===== src/rtl/bus_transaction_statistics_assert.svh =====
// Assertion macros shared by the statistics block.
// Each macro samples on i_clk and is disabled while i_rst_n is low.
`ifndef BUS_TRANSACTION_STATISTICS_ASSERT_SVH
`define BUS_TRANSACTION_STATISTICS_ASSERT_SVH

// The condition holds at every clock edge outside reset.
`define BTS_ASSERT_ALWAYS(label, cond) \
    label: assert property (@(posedge i_clk) disable iff (!i_rst_n) (cond)) \
        else $error("bus_transaction_statistics: invariant violated");

// When the antecedent holds, the consequent holds in the next cycle.
`define BTS_ASSERT_NEXT(label, ante, cons) \
    label: assert property (@(posedge i_clk) disable iff (!i_rst_n) (ante) |=> (cons)) \
        else $error("bus_transaction_statistics: sequence violated");

`endif


===== src/rtl/bts_pkg.sv =====
package bts_pkg;

    localparam int DATA_W     = 32;
    localparam int BYTE_W     = 8;
    localparam int BANK_DEPTH = 13;
    localparam int IDX_W      = $clog2(BANK_DEPTH);

    typedef logic [1:0]        t_kind;
    typedef logic [1:0]        t_outcome;
    typedef logic [2:0]        t_eclass;
    typedef logic [IDX_W-1:0]  t_idx;
    typedef logic [DATA_W-1:0] t_data;
    typedef logic [BYTE_W-1:0] t_byte;

    localparam t_byte MAX_BLOCK_BYTES = 8'd255;
    localparam t_idx  BANK_DEPTH_IDX  = IDX_W'(BANK_DEPTH);

    localparam t_kind KIND_RECORD = 2'd0;
    localparam t_kind KIND_CLEAR  = 2'd1;
    localparam t_kind KIND_READ   = 2'd2;

    localparam t_outcome OUTCOME_COMPLETED = 2'd0;
    localparam t_outcome OUTCOME_FAILED    = 2'd1;

    localparam t_eclass ECLASS_TIMEOUT   = 3'd1;
    localparam t_eclass ECLASS_NACK      = 3'd2;
    localparam t_eclass ECLASS_ARB_LOST  = 3'd3;
    localparam t_eclass ECLASS_PEC       = 3'd4;
    localparam t_eclass ECLASS_BUS_ERROR = 3'd5;

    localparam t_idx IDX_COMPLETED  = 4'd0;
    localparam t_idx IDX_FAILED     = 4'd1;
    localparam t_idx IDX_TIMEOUT    = 4'd2;
    localparam t_idx IDX_RETRIED    = 4'd3;
    localparam t_idx IDX_BYTES_SENT = 4'd4;
    localparam t_idx IDX_BYTES_RECV = 4'd5;
    localparam t_idx IDX_MIN_TIME   = 4'd6;
    localparam t_idx IDX_MAX_TIME   = 4'd7;
    localparam t_idx IDX_AVG_TIME   = 4'd8;
    localparam t_idx IDX_NACK       = 4'd9;
    localparam t_idx IDX_ARB_LOST   = 4'd10;
    localparam t_idx IDX_PEC        = 4'd11;
    localparam t_idx IDX_BUS_ERROR  = 4'd12;

    typedef struct packed {
        t_kind    kind;
        t_outcome outcome;
        logic     is_read_type;
        t_data    duration;
        t_byte    byte_count;
        t_eclass  error_class;
        logic     was_retried;
        t_idx     counter_index;
    } t_in_word;

endpackage


===== src/rtl/bts_if.sv =====
interface bts_in_if;
    logic              valid;
    logic              ready;
    bts_pkg::t_kind    kind;
    bts_pkg::t_outcome outcome;
    logic              is_read_type;
    bts_pkg::t_data    duration;
    bts_pkg::t_byte    byte_count;
    bts_pkg::t_eclass  error_class;
    logic              was_retried;
    bts_pkg::t_idx     counter_index;

    modport source (
        output valid, kind, outcome, is_read_type, duration, byte_count,
               error_class, was_retried, counter_index,
        input  ready
    );
    modport sink (
        input  valid, kind, outcome, is_read_type, duration, byte_count,
               error_class, was_retried, counter_index,
        output ready
    );
endinterface

interface bts_out_if;
    logic           valid;
    logic           ready;
    bts_pkg::t_data read_value;

    modport source (output valid, read_value, input ready);
    modport sink (input valid, read_value, output ready);
endinterface


===== src/rtl/bus_transaction_statistics.sv =====
// Bus transaction statistics bank with thirteen 32-bit counters.
// The i_in channel takes one word per transaction event: a record word
// updates the counters, a clear word zeroes the whole bank, and a read
// word asks for one counter by index.
// The o_out channel returns exactly one word for every input word, in
// order. It carries the selected counter for a read word whose index is
// below thirteen, and zero for every other word.
// An accepted word is held in an input register; when it advances, the
// bank is updated and the result is written to an output register.
// Throughput is one word per cycle while the receiver does not stall.
// When the receiver stalls, the output register holds its word and the
// input register fills; i_in.ready drops only when both are occupied.
// A read word sees every update made by the words accepted before it.
// Reset is synchronous and active low: it empties both registers and
// clears every counter to zero.
module bus_transaction_statistics (
    input  logic          i_clk,
    input  logic          i_rst_n,
    bts_in_if.sink        i_in,
    bts_out_if.source     o_out
);

    logic              r_in_valid;
    bts_pkg::t_in_word r_in;
    logic              r_out_valid;
    bts_pkg::t_data    r_out_value;
    bts_pkg::t_data    r_bank [bts_pkg::BANK_DEPTH];

    bts_pkg::t_data    n_bank [bts_pkg::BANK_DEPTH];
    bts_pkg::t_data    n_out_value;

    logic              w_advance;
    logic              w_in_ready;
    bts_pkg::t_byte    w_bytes;
    logic [bts_pkg::DATA_W:0] w_avg_sum;
    logic              w_first;

    assign w_advance  = r_in_valid && (!r_out_valid || o_out.ready);
    assign w_in_ready = !r_in_valid || w_advance;

    assign i_in.ready       = w_in_ready;
    assign o_out.valid      = r_out_valid;
    assign o_out.read_value = r_out_value;

    assign w_bytes   = (r_in.byte_count > bts_pkg::MAX_BLOCK_BYTES) ?
                       bts_pkg::MAX_BLOCK_BYTES : r_in.byte_count;
    assign w_avg_sum = {1'b0, r_bank[bts_pkg::IDX_AVG_TIME]} + {1'b0, r_in.duration};
    assign w_first   = (r_bank[bts_pkg::IDX_COMPLETED] + 32'd1) == 32'd1;

    always_comb begin
        n_bank      = r_bank;
        n_out_value = '0;
        if (w_advance) begin
            unique case (r_in.kind)
                bts_pkg::KIND_RECORD: begin
                    if (r_in.outcome == bts_pkg::OUTCOME_COMPLETED) begin
                        n_bank[bts_pkg::IDX_COMPLETED] = r_bank[bts_pkg::IDX_COMPLETED] + 32'd1;
                        if (w_first) begin
                            n_bank[bts_pkg::IDX_MIN_TIME] = r_in.duration;
                            n_bank[bts_pkg::IDX_MAX_TIME] = r_in.duration;
                            n_bank[bts_pkg::IDX_AVG_TIME] = r_in.duration;
                        end else begin
                            if (r_in.duration < r_bank[bts_pkg::IDX_MIN_TIME]) begin
                                n_bank[bts_pkg::IDX_MIN_TIME] = r_in.duration;
                            end
                            if (r_in.duration > r_bank[bts_pkg::IDX_MAX_TIME]) begin
                                n_bank[bts_pkg::IDX_MAX_TIME] = r_in.duration;
                            end
                            n_bank[bts_pkg::IDX_AVG_TIME] = w_avg_sum[bts_pkg::DATA_W:1];
                        end
                        if (r_in.is_read_type) begin
                            n_bank[bts_pkg::IDX_BYTES_RECV] = r_bank[bts_pkg::IDX_BYTES_RECV]
                                + {{(bts_pkg::DATA_W-bts_pkg::BYTE_W){1'b0}}, w_bytes};
                        end else begin
                            n_bank[bts_pkg::IDX_BYTES_SENT] = r_bank[bts_pkg::IDX_BYTES_SENT]
                                + {{(bts_pkg::DATA_W-bts_pkg::BYTE_W){1'b0}}, w_bytes};
                        end
                    end else if (r_in.outcome == bts_pkg::OUTCOME_FAILED) begin
                        n_bank[bts_pkg::IDX_FAILED] = r_bank[bts_pkg::IDX_FAILED] + 32'd1;
                        unique case (r_in.error_class)
                            bts_pkg::ECLASS_TIMEOUT: begin
                                n_bank[bts_pkg::IDX_TIMEOUT] = r_bank[bts_pkg::IDX_TIMEOUT] + 32'd1;
                            end
                            bts_pkg::ECLASS_NACK: begin
                                n_bank[bts_pkg::IDX_NACK] = r_bank[bts_pkg::IDX_NACK] + 32'd1;
                            end
                            bts_pkg::ECLASS_ARB_LOST: begin
                                n_bank[bts_pkg::IDX_ARB_LOST] = r_bank[bts_pkg::IDX_ARB_LOST]
                                    + 32'd1;
                            end
                            bts_pkg::ECLASS_PEC: begin
                                n_bank[bts_pkg::IDX_PEC] = r_bank[bts_pkg::IDX_PEC] + 32'd1;
                            end
                            bts_pkg::ECLASS_BUS_ERROR: begin
                                n_bank[bts_pkg::IDX_BUS_ERROR] = r_bank[bts_pkg::IDX_BUS_ERROR]
                                    + 32'd1;
                            end
                            default: begin
                            end
                        endcase
                    end
                    if (r_in.was_retried) begin
                        n_bank[bts_pkg::IDX_RETRIED] = r_bank[bts_pkg::IDX_RETRIED] + 32'd1;
                    end
                end
                bts_pkg::KIND_CLEAR: begin
                    n_bank = '{default: '0};
                end
                bts_pkg::KIND_READ: begin
                    if (r_in.counter_index < bts_pkg::BANK_DEPTH_IDX) begin
                        n_out_value = r_bank[r_in.counter_index];
                    end
                end
                default: begin
                end
            endcase
        end
    end

    always_ff @(posedge i_clk) begin
        if (!i_rst_n) begin
            r_in_valid  <= 1'b0;
            r_out_valid <= 1'b0;
            r_bank      <= '{default: '0};
        end else begin
            if (w_in_ready) begin
                r_in_valid <= i_in.valid;
            end
            if (w_advance) begin
                r_out_valid <= 1'b1;
            end else if (o_out.ready) begin
                r_out_valid <= 1'b0;
            end
            r_bank <= n_bank;
        end
    end

    always_ff @(posedge i_clk) begin
        if (i_in.valid && w_in_ready) begin
            r_in.kind          <= i_in.kind;
            r_in.outcome       <= i_in.outcome;
            r_in.is_read_type  <= i_in.is_read_type;
            r_in.duration      <= i_in.duration;
            r_in.byte_count    <= i_in.byte_count;
            r_in.error_class   <= i_in.error_class;
            r_in.was_retried   <= i_in.was_retried;
            r_in.counter_index <= i_in.counter_index;
        end
        if (w_advance) begin
            r_out_value <= n_out_value;
        end
    end

`include "bus_transaction_statistics_assert.svh"

    // The minimum never exceeds the average, and the average never exceeds the maximum.
    `BTS_ASSERT_ALWAYS(a_min_le_avg,
        r_bank[bts_pkg::IDX_MIN_TIME] <= r_bank[bts_pkg::IDX_AVG_TIME])
    `BTS_ASSERT_ALWAYS(a_avg_le_max,
        r_bank[bts_pkg::IDX_AVG_TIME] <= r_bank[bts_pkg::IDX_MAX_TIME])
    // Input is refused only while a word waits in the input register.
    `BTS_ASSERT_ALWAYS(a_stall_has_word, w_in_ready || r_in_valid)
    // A processed clear word leaves the completed and failed counters at zero.
    `BTS_ASSERT_NEXT(a_clear_zeroes,
        w_advance && (r_in.kind == bts_pkg::KIND_CLEAR),
        (r_bank[bts_pkg::IDX_COMPLETED] == '0) && (r_bank[bts_pkg::IDX_FAILED] == '0))
    // Only read words produce a nonzero result.
    `BTS_ASSERT_NEXT(a_non_read_zero,
        w_advance && (r_in.kind != bts_pkg::KIND_READ),
        r_out_valid && (r_out_value == '0))

endmodule


===== src/flat_wrapper.sv =====
// flat-port wrapper written by rule: the top's interface ports become plain ports
module bus_transaction_statistics_flat 
  (i_clk, i_rst_n, i_in_valid, i_in_kind, i_in_outcome, i_in_is_read_type, i_in_duration, i_in_byte_count, i_in_error_class, i_in_was_retried, i_in_counter_index, i_in_ready, o_out_valid, o_out_read_value, o_out_ready);
  bts_in_if i_in_i ();
  bts_out_if o_out_i ();
  input  logic i_clk;
  input  logic i_rst_n;
  input wire logic [$bits(i_in_i.valid)-1:0] i_in_valid;
  input wire logic [$bits(i_in_i.kind)-1:0] i_in_kind;
  input wire logic [$bits(i_in_i.outcome)-1:0] i_in_outcome;
  input wire logic [$bits(i_in_i.is_read_type)-1:0] i_in_is_read_type;
  input wire logic [$bits(i_in_i.duration)-1:0] i_in_duration;
  input wire logic [$bits(i_in_i.byte_count)-1:0] i_in_byte_count;
  input wire logic [$bits(i_in_i.error_class)-1:0] i_in_error_class;
  input wire logic [$bits(i_in_i.was_retried)-1:0] i_in_was_retried;
  input wire logic [$bits(i_in_i.counter_index)-1:0] i_in_counter_index;
  output wire logic [$bits(i_in_i.ready)-1:0] i_in_ready;
  output wire logic [$bits(o_out_i.valid)-1:0] o_out_valid;
  output wire logic [$bits(o_out_i.read_value)-1:0] o_out_read_value;
  input wire logic [$bits(o_out_i.ready)-1:0] o_out_ready;
  assign i_in_i.valid = i_in_valid;
  assign i_in_i.kind = i_in_kind;
  assign i_in_i.outcome = i_in_outcome;
  assign i_in_i.is_read_type = i_in_is_read_type;
  assign i_in_i.duration = i_in_duration;
  assign i_in_i.byte_count = i_in_byte_count;
  assign i_in_i.error_class = i_in_error_class;
  assign i_in_i.was_retried = i_in_was_retried;
  assign i_in_i.counter_index = i_in_counter_index;
  assign i_in_ready = i_in_i.ready;
  assign o_out_valid = o_out_i.valid;
  assign o_out_read_value = o_out_i.read_value;
  assign o_out_i.ready = o_out_ready;
  bus_transaction_statistics u_core (.i_clk(i_clk), .i_rst_n(i_rst_n), .i_in(i_in_i), .o_out(o_out_i));
endmodule

===== config.mk =====
export PLATFORM = sky130hd
export DESIGN_NAME = bus_transaction_statistics_flat
export DESIGN_NICKNAME = d
export VERILOG_FILES = /design/src/rtl/bts_pkg.sv /design/src/rtl/bts_if.sv /design/src/rtl/bus_transaction_statistics.sv /design/src/flat_wrapper.sv
export VERILOG_INCLUDE_DIRS = /design/src /design/src/rtl
export SDC_FILE = /design/constraint.sdc
export NUM_CORES = 1
export LEC_CHECK = 0
export BUFFER_PORTS_ARGS = -buffer_cell sky130_fd_sc_hd__buf_2
export CAP_MARGIN = 30
export CORE_MARGIN = 2
export CORE_UTILIZATION = 50
export CTS_CLUSTER_DIAMETER = 30
export DETAILED_ROUTE_END_ITERATION = 10
export PLACE_DENSITY = 0.66
export SLEW_MARGIN = 5
export SYNTH_ARGS = -nofsm -noshare
export SYNTH_HDL_FRONTEND = slang
export SYNTH_SLANG_ARGS = --single-unit

===== constraint.sdc =====
create_clock -name i_clk -period 3.6 [get_ports i_clk]
set_input_delay 0 -clock i_clk [delete_from_list [all_inputs] [get_ports i_clk]]
set_output_delay 0 -clock i_clk [all_outputs]
set_load 0.005 [all_outputs]

==> reports/results.txt, run 1 <==
Req. time, crit path: 4.14 ns
drt first pass iters: 6
ys async rst share: 0%
P_leak: 13.5 nW
CTS tree: done
syn_nets: 3202
All-Layer GR Usage: 29.7%
FP Rows: 86
PwrDens: 530 mW/mm^2
Synth warnings: 0
Initial DRC Count: 2235
CTS Buf Count: 121
# DRC: 0
first-pass GRT wire length: 133 mm
HPWL after detailed placement: 62.8 mm
largest net degree at the start of global routing: 91
DR top layer: met4
Root Driver: clkbuf_16
cell area after layout: 0.0347 sq mm
VDD IR max: 0.433 mV
Max clock buf depth: 3
sequential share of the synthesized area: 39.0%
Critical-path top delay cell: or4_1
Vias/cell: 5.92
vias after detailed routing: 24297
Worst-path clk slew: 0.05 ns
H-tree depth: 3
WL met3: 5.93 mm
Synth Flop Type: dfxtp_1
Tightest Pin Transition: 0.977 ns
relative slew slack: 34.2%
initial antenna violation count: 0
cell count after synthesis: 3023
DP Area: 0.0297 sq mm
Max Fclk: 286 MHz
Hold Fails Final Rpt: 0
layout cells sized above 1: 16.4%
placed cells: 3815
EDFF count, synth: 85
crit-path cells: ha_1 > nand4_4 > or3_4 > or4_1 > a211oi_1 > nand3_1 > nor4_4 > and2_2 > o31ai_4 > buf_12 > mux2i_1
Sink Count: 503
max-slew violations: 0
kind of critical path: reg2reg
Tcrit/Tclk final: 97.1%
CP endpoint kind: flop
die area: 0.0579 sq mm
final setup fails: 0
Post-Route WL: 85.5 mm
fin cells: 4105
vias in the first global route: 23843
die width: 241 um
clock skew: 0.0568 ns
ANT cells: 0
final setup TNS: 0 ns
Final nets: 3428
status: finished, final reports clean
I/O pins: 91
Post-Route Utilization: 62.8%
Post-Syn Area: 0.0280 sq mm
CP max FO: 32
Core ar.: 0.0552 sq mm
clock latency on the worst-skew pair: 0.67 ns
die height: 241 um
number of distinct library cells after synthesis: 70
wl on met1: 36.0 mm
Met2 Wirelength: 40.2 mm
max-cap violations: 0
flop and latch count out of synthesis: 503
grt ovf: 0
total chip power: 18.4 mW
DR WL/cell: 20.8 um
Hold/Removal Path Class: in2reg
Port Buffers: 90
antenna viol nets, final: 0
syn avg cell area: 9.26 sq um
Largest stage delay, worst path: 0.50 ns
area grow syn2layout: 23.9%
starting density of the core: 50.7%
crit path DAT: 4.03 ns
Placer Congestion: 0.928
crit start category: flop
crit path time final: 3.50 ns
## stage by stage
stage	setup WS [ns]	hold slack, ns
6_report	0.103	0.0377
3_5_place_dp	-0.150	0.178
4_1_cts	0.0407	0.00879
3_3_place_gp	-0.0441	0.176
5_1_grt	-0.000451	0.0280
2_1_floorplan	0.356	0.0989
## where the power goes
part	total [mW]	switching (mW)	leakage (nW)	internal, mW
logic	0.954	0.570	7.20	0.384
registers	5.92	0.0905	4.18	5.83
clock network	11.5	3.52	2.14	7.98
total	18.4	4.18	13.5	14.2
## state kept, by name, indices dropped and copies added, names as in the netlist
signal,cells
u_core.o_out.valid,1
u_core.r_in_valid,1
u_core.r_in,53
u_core.o_out.read_value,32
u_core.r_bank,416
## routing by layer
metal / GRT usage [%] / up-vias
li1: - / 11414
met1: 38.8 / 11809
met2: 48.5 / 890
met3: 5.33 / 184
met4: 12.6 / 0
met5: 0 / -
## what timing repair did
action	in CTS	in global routing
gates resized for setup	1	6
hold buffers	57	0
endpoints found under the setup margin	43	78
setup buffers	0	1
pin swaps	0	3
endpoints found under the hold margin	87	0
## path summary, 6_finish.rpt
kind / from / endpoint / slack, ns / cells past startpoint
min reg2reg: u_core.r_bank[212] / u_core.r_bank[212] / 0.48 / 2
max reg2reg: u_core.r_bank[385] / u_core.r_bank[165] / 0.10 / 11
max: u_core.r_bank[385] / u_core.r_bank[165] / 0.10 / 11
min: i_in_duration[17] / u_core.r_in[33] / 0.04 / 2
## layout make-up
| cell class | count | area, sq um |
|---|---|---|
| flip-flops and latches | 503 | 10900 |
| inverters | 105 | 394 |
| clock buffers | 164 | 3480 |
| fillers | 4418 | 20500 |
| well taps | 748 | 936 |
| repair buffers | 261 | 1980 |
| clock inverters | 67 | 905 |
| multi-input cells | 2257 | 16100 |
## logic make-up after synthesis
logic type | synth area share [%]
flops | 39.0
xor+xnor | 8.58
fa+ha+maj | 5.54
simple gates | 19.8
buf+inv | 3.80
mux | 11.9
compound gates | 11.3
## Yosys cell counts, types with 14 or more instances
master,count,share of area (%)
a221oi_1,32,1.0
edfxtp_1,85,9.1
clkbuf_1,122,1.6
and3_1,72,1.6
a211oi_1,43,1.2
o21ai_1,16,0.29
ha_1,119,5.3
nand2_1,276,3.7
o21ai_0,108,1.9
a32oi_1,15,0.47
buf_1,14,0.19
a21oi_1,125,2.2
inv_1,103,1.4
and4_1,21,0.66
or3_1,37,0.83
mux2i_1,118,4.2
a22oi_1,19,0.51
nor3_1,59,1.1
nand3_1,138,2.5
dfxtp_1,418,30
nor4_1,23,0.51
a21o_1,44,1.2
nand4_1,66,1.5
mux4_2,96,7.7
nand2b_1,15,0.34
xor2_1,173,5.4
xnor2_1,101,3.2
and2_1,16,0.36
nor2_1,378,5.1
## layout by cell type, fill, tap and decap left out, drive strengths merged, types with 11 or more instances in the layout
master and count:
a211oi 43, a21o 44, a21oi 125, a221oi 32
a22oi 19, a31oi 11, a32oi 15, and2 17
and3 72, and4 21, buf 203, bufinv 17
clkbuf 165, clkinv 32, dfxtp 418, dlygate4sd3 57
edfxtp 85, ha 119, inv 116, mux2i 118
mux4 96, nand2 276, nand2b 15, nand3 139
nand4 67, nor2 378, nor2b 13, nor3 59
nor4 25, o211ai 12, o21ai 124, or3 37
or4 12, xnor2 101, xor2 173
## worst max-delay path: cells and delay by family (launching register included)
| kind | cells | cell delay [ns] |
|---|---|---|
| and+or+nand+nor | 6 | 2.01 |
| buffers and inverters | 1 | 0.24 |
| adders and majority gates | 1 | 0.22 |
| muxes | 1 | 0.15 |
| AOI/OAI and AO/OA | 2 | 0.40 |
| DFF | 1 | 0.34 |
Note: power is estimated with default switching activity, not from simulation.
==> inputs of run 2 (changes only) <==
--- a/config.mk
+++ b/config.mk
@@ -9,10 +9,10 @@
 export BUFFER_PORTS_ARGS = -buffer_cell sky130_fd_sc_hd__buf_2
 export CAP_MARGIN = 30
 export CORE_MARGIN = 2
-export CORE_UTILIZATION = 50
+export CORE_UTILIZATION = 52
 export CTS_CLUSTER_DIAMETER = 30
 export DETAILED_ROUTE_END_ITERATION = 10
-export PLACE_DENSITY = 0.66
+export PLACE_DENSITY = 0.69
 export SLEW_MARGIN = 5
 export SYNTH_ARGS = -nofsm -noshare
 export SYNTH_HDL_FRONTEND = slang
==> run 2 against run 1 <==
Final area fell by 1.0%; clock skew fell by 0.015 ns; sequential share of layout area rose by 0.32 points; critical endpoint is now u_core.r_bank[172]; largest cell class unchanged; largest power group unchanged.
==> reports/results.txt, run 2 (synthesized netlist as in run 1, its figures left out) <==
Hold/Removal Path Class: in2reg
largest net degree at the start of global routing: 89
most common cell after layout, fill and taps aside: dfxtp_1
vias in the first global route: 24081
die area: 0.0557 sq mm
PwrDens: 513 mW/mm^2
clock latency on the worst-skew pair: 0.66 ns
Worst-path clk slew: 0.05 ns
HPWL after detailed placement: 61.4 mm
CTS tree: done
WHS: 0.0564 ns
Final nets: 3421
antenna viol nets, final: 0
kind of critical path: reg2reg
Vias/cell: 6.06
Largest stage delay, worst path: 0.50 ns
CP max FO: 16
cell area after layout: 0.0343 sq mm
met2 Track Usage GR: 49.9%
Fillers: 4259
status: finished, final reports clean
P_leak: 13.3 nW
Critical-path top delay cell: or4_1
placed cells: 3753
CTS Buf Count: 119
initial antenna violation count: 0
All-Layer GR Usage: 30.0%
met3 Use GR: 5.02%
M1 GR Usage: 39.3%
vias after detailed routing: 24471
clock skew: 0.0413 ns
Placer Congestion: 0.940
cell mode on critical path: buf_4
hold path cells: 2
Largest register FFs: 416
final setup fails: 0
ANT cells: 0
drt first pass iters: 5
fin cells: 4039
max-slew violations: 0
first-pass GRT wire length: 132 mm
# DRC: 0
Root Driver: clkbuf_16
crit-path cells: ha_1 > nand4_4 > or3_4 > or4_1 > a211oi_1 > nand3_1 > nor4_4 > buf_4 > and2_2 > o31ai_4 > buf_4 > clkbuf_16 > mux2i_1
Max Fclk: 288 MHz
Port Buffers: 90
DP Area: 0.0295 sq mm
Core ar.: 0.0535 sq mm
Post-Route WL: 84.6 mm
die width: 236 um
layout cells sized above 1: 16.3%
Initial DRC Count: 2111
crit start category: flop
VDD IR max: 0.381 mV
crit path time final: 3.48 ns
area grow syn2layout: 22.7%
DR WL/cell: 20.9 um
grt ovf: 0
I/O pins: 91
Top reg by flops: u_core.r_bank
die height: 236 um
max-cap violations: 0
crit path DAT: 4.00 ns
r2r worst-path depth: 13
Sink Count: 503
Max clock buf depth: 3
Req. time, crit path: 4.12 ns
Tightest Pin Transition: 0.900 ns
CP endpoint kind: flop
starting density of the core: 52.3%
most frequent cells in the layout: dfxtp_1, nor2_1, nand2_1
layer with the highest usage: met2
H-tree depth: 3
Tcrit/Tclk final: 96.6%
FP Rows: 85
Hold Fails Final Rpt: 0
relative slew slack: 39.8%
-- run 2: final cells by class --
class / instances / area, sq um / share of cell area (%)
clock buffers: 145 / 3300 / 9.62
clock inverters: 77 / 781 / 2.27
well taps: 696 / 871 / 2.54
flip-flops and latches: 503 / 10900 / 31.8
repair buffers: 256 / 1970 / 5.75
multi-input cells: 2257 / 16100 / 46.9
inverters: 105 / 394 / 1.15
-- run 2: repair_timing --
item / CTS / global route
hold endpoints to repair: 92 / 0
setup buffers: 0 / 4
hold buffers: 57 / 0
resized for setup: 2 / 11
pin swaps: 0 / 4
cloned: 0 / 2
endpoints found under the setup margin: 48 / 100
-- run 2: routing by layer --
layer  routed length (um)  vias to the layer above
li1                     -                    11396
met1                35400                    11979
met2                40400                      943
met3                 6080                      153
met4                 2690                        0
met5                    0                        -
-- run 2: path summary, 6_finish.rpt --
path	endpoint	slack (ns)	startpoint
worst min register to register	u_core.r_bank[166]	0.48	u_core.r_bank[166]
worst max register to register	u_core.r_bank[172]	0.12	u_core.r_bank[384]
worst min-delay path	u_core.r_in[33]	0.06	i_in_duration[17]
worst max-delay path	u_core.r_bank[172]	0.12	u_core.r_bank[384]
-- run 2: metrics by stage --
| step | util (%) | setup TNS, ns | setup WS (ns) | power [mW] |
|---|---|---|---|---|
| 5_1_grt | 64.2 | -0.00484 | -0.00484 | 18.1 |
| 3_5_place_dp | 55.2 | -13.70 | -0.327 | 6.90 |
| 2_1_floorplan | - | 0 | 0.356 | 6.59 |
| 4_1_cts | 63.9 | 0 | 0.0915 | 17.7 |
| 3_3_place_gp | 55.2 | -10.00 | -0.234 | 6.88 |
| 6_report | 64.2 | 0 | 0.124 | 17.6 |
-- run 2: critical path: cells and delay by family, from the launching register on --
family | cells | cell delay, ns
fa+ha+maj | 1 | 0.23
flops | 1 | 0.34
mux | 1 | 0.14
simple gates | 6 | 1.69
compound gates | 2 | 0.33
buf+inv | 3 | 0.58
-- run 2: report_power, final --
part | switching [mW] | internal, mW | total (mW)
registers | 0.0985 | 5.83 | 5.93
logic | 0.560 | 0.383 | 0.943
clock network | 3.45 | 7.27 | 10.7
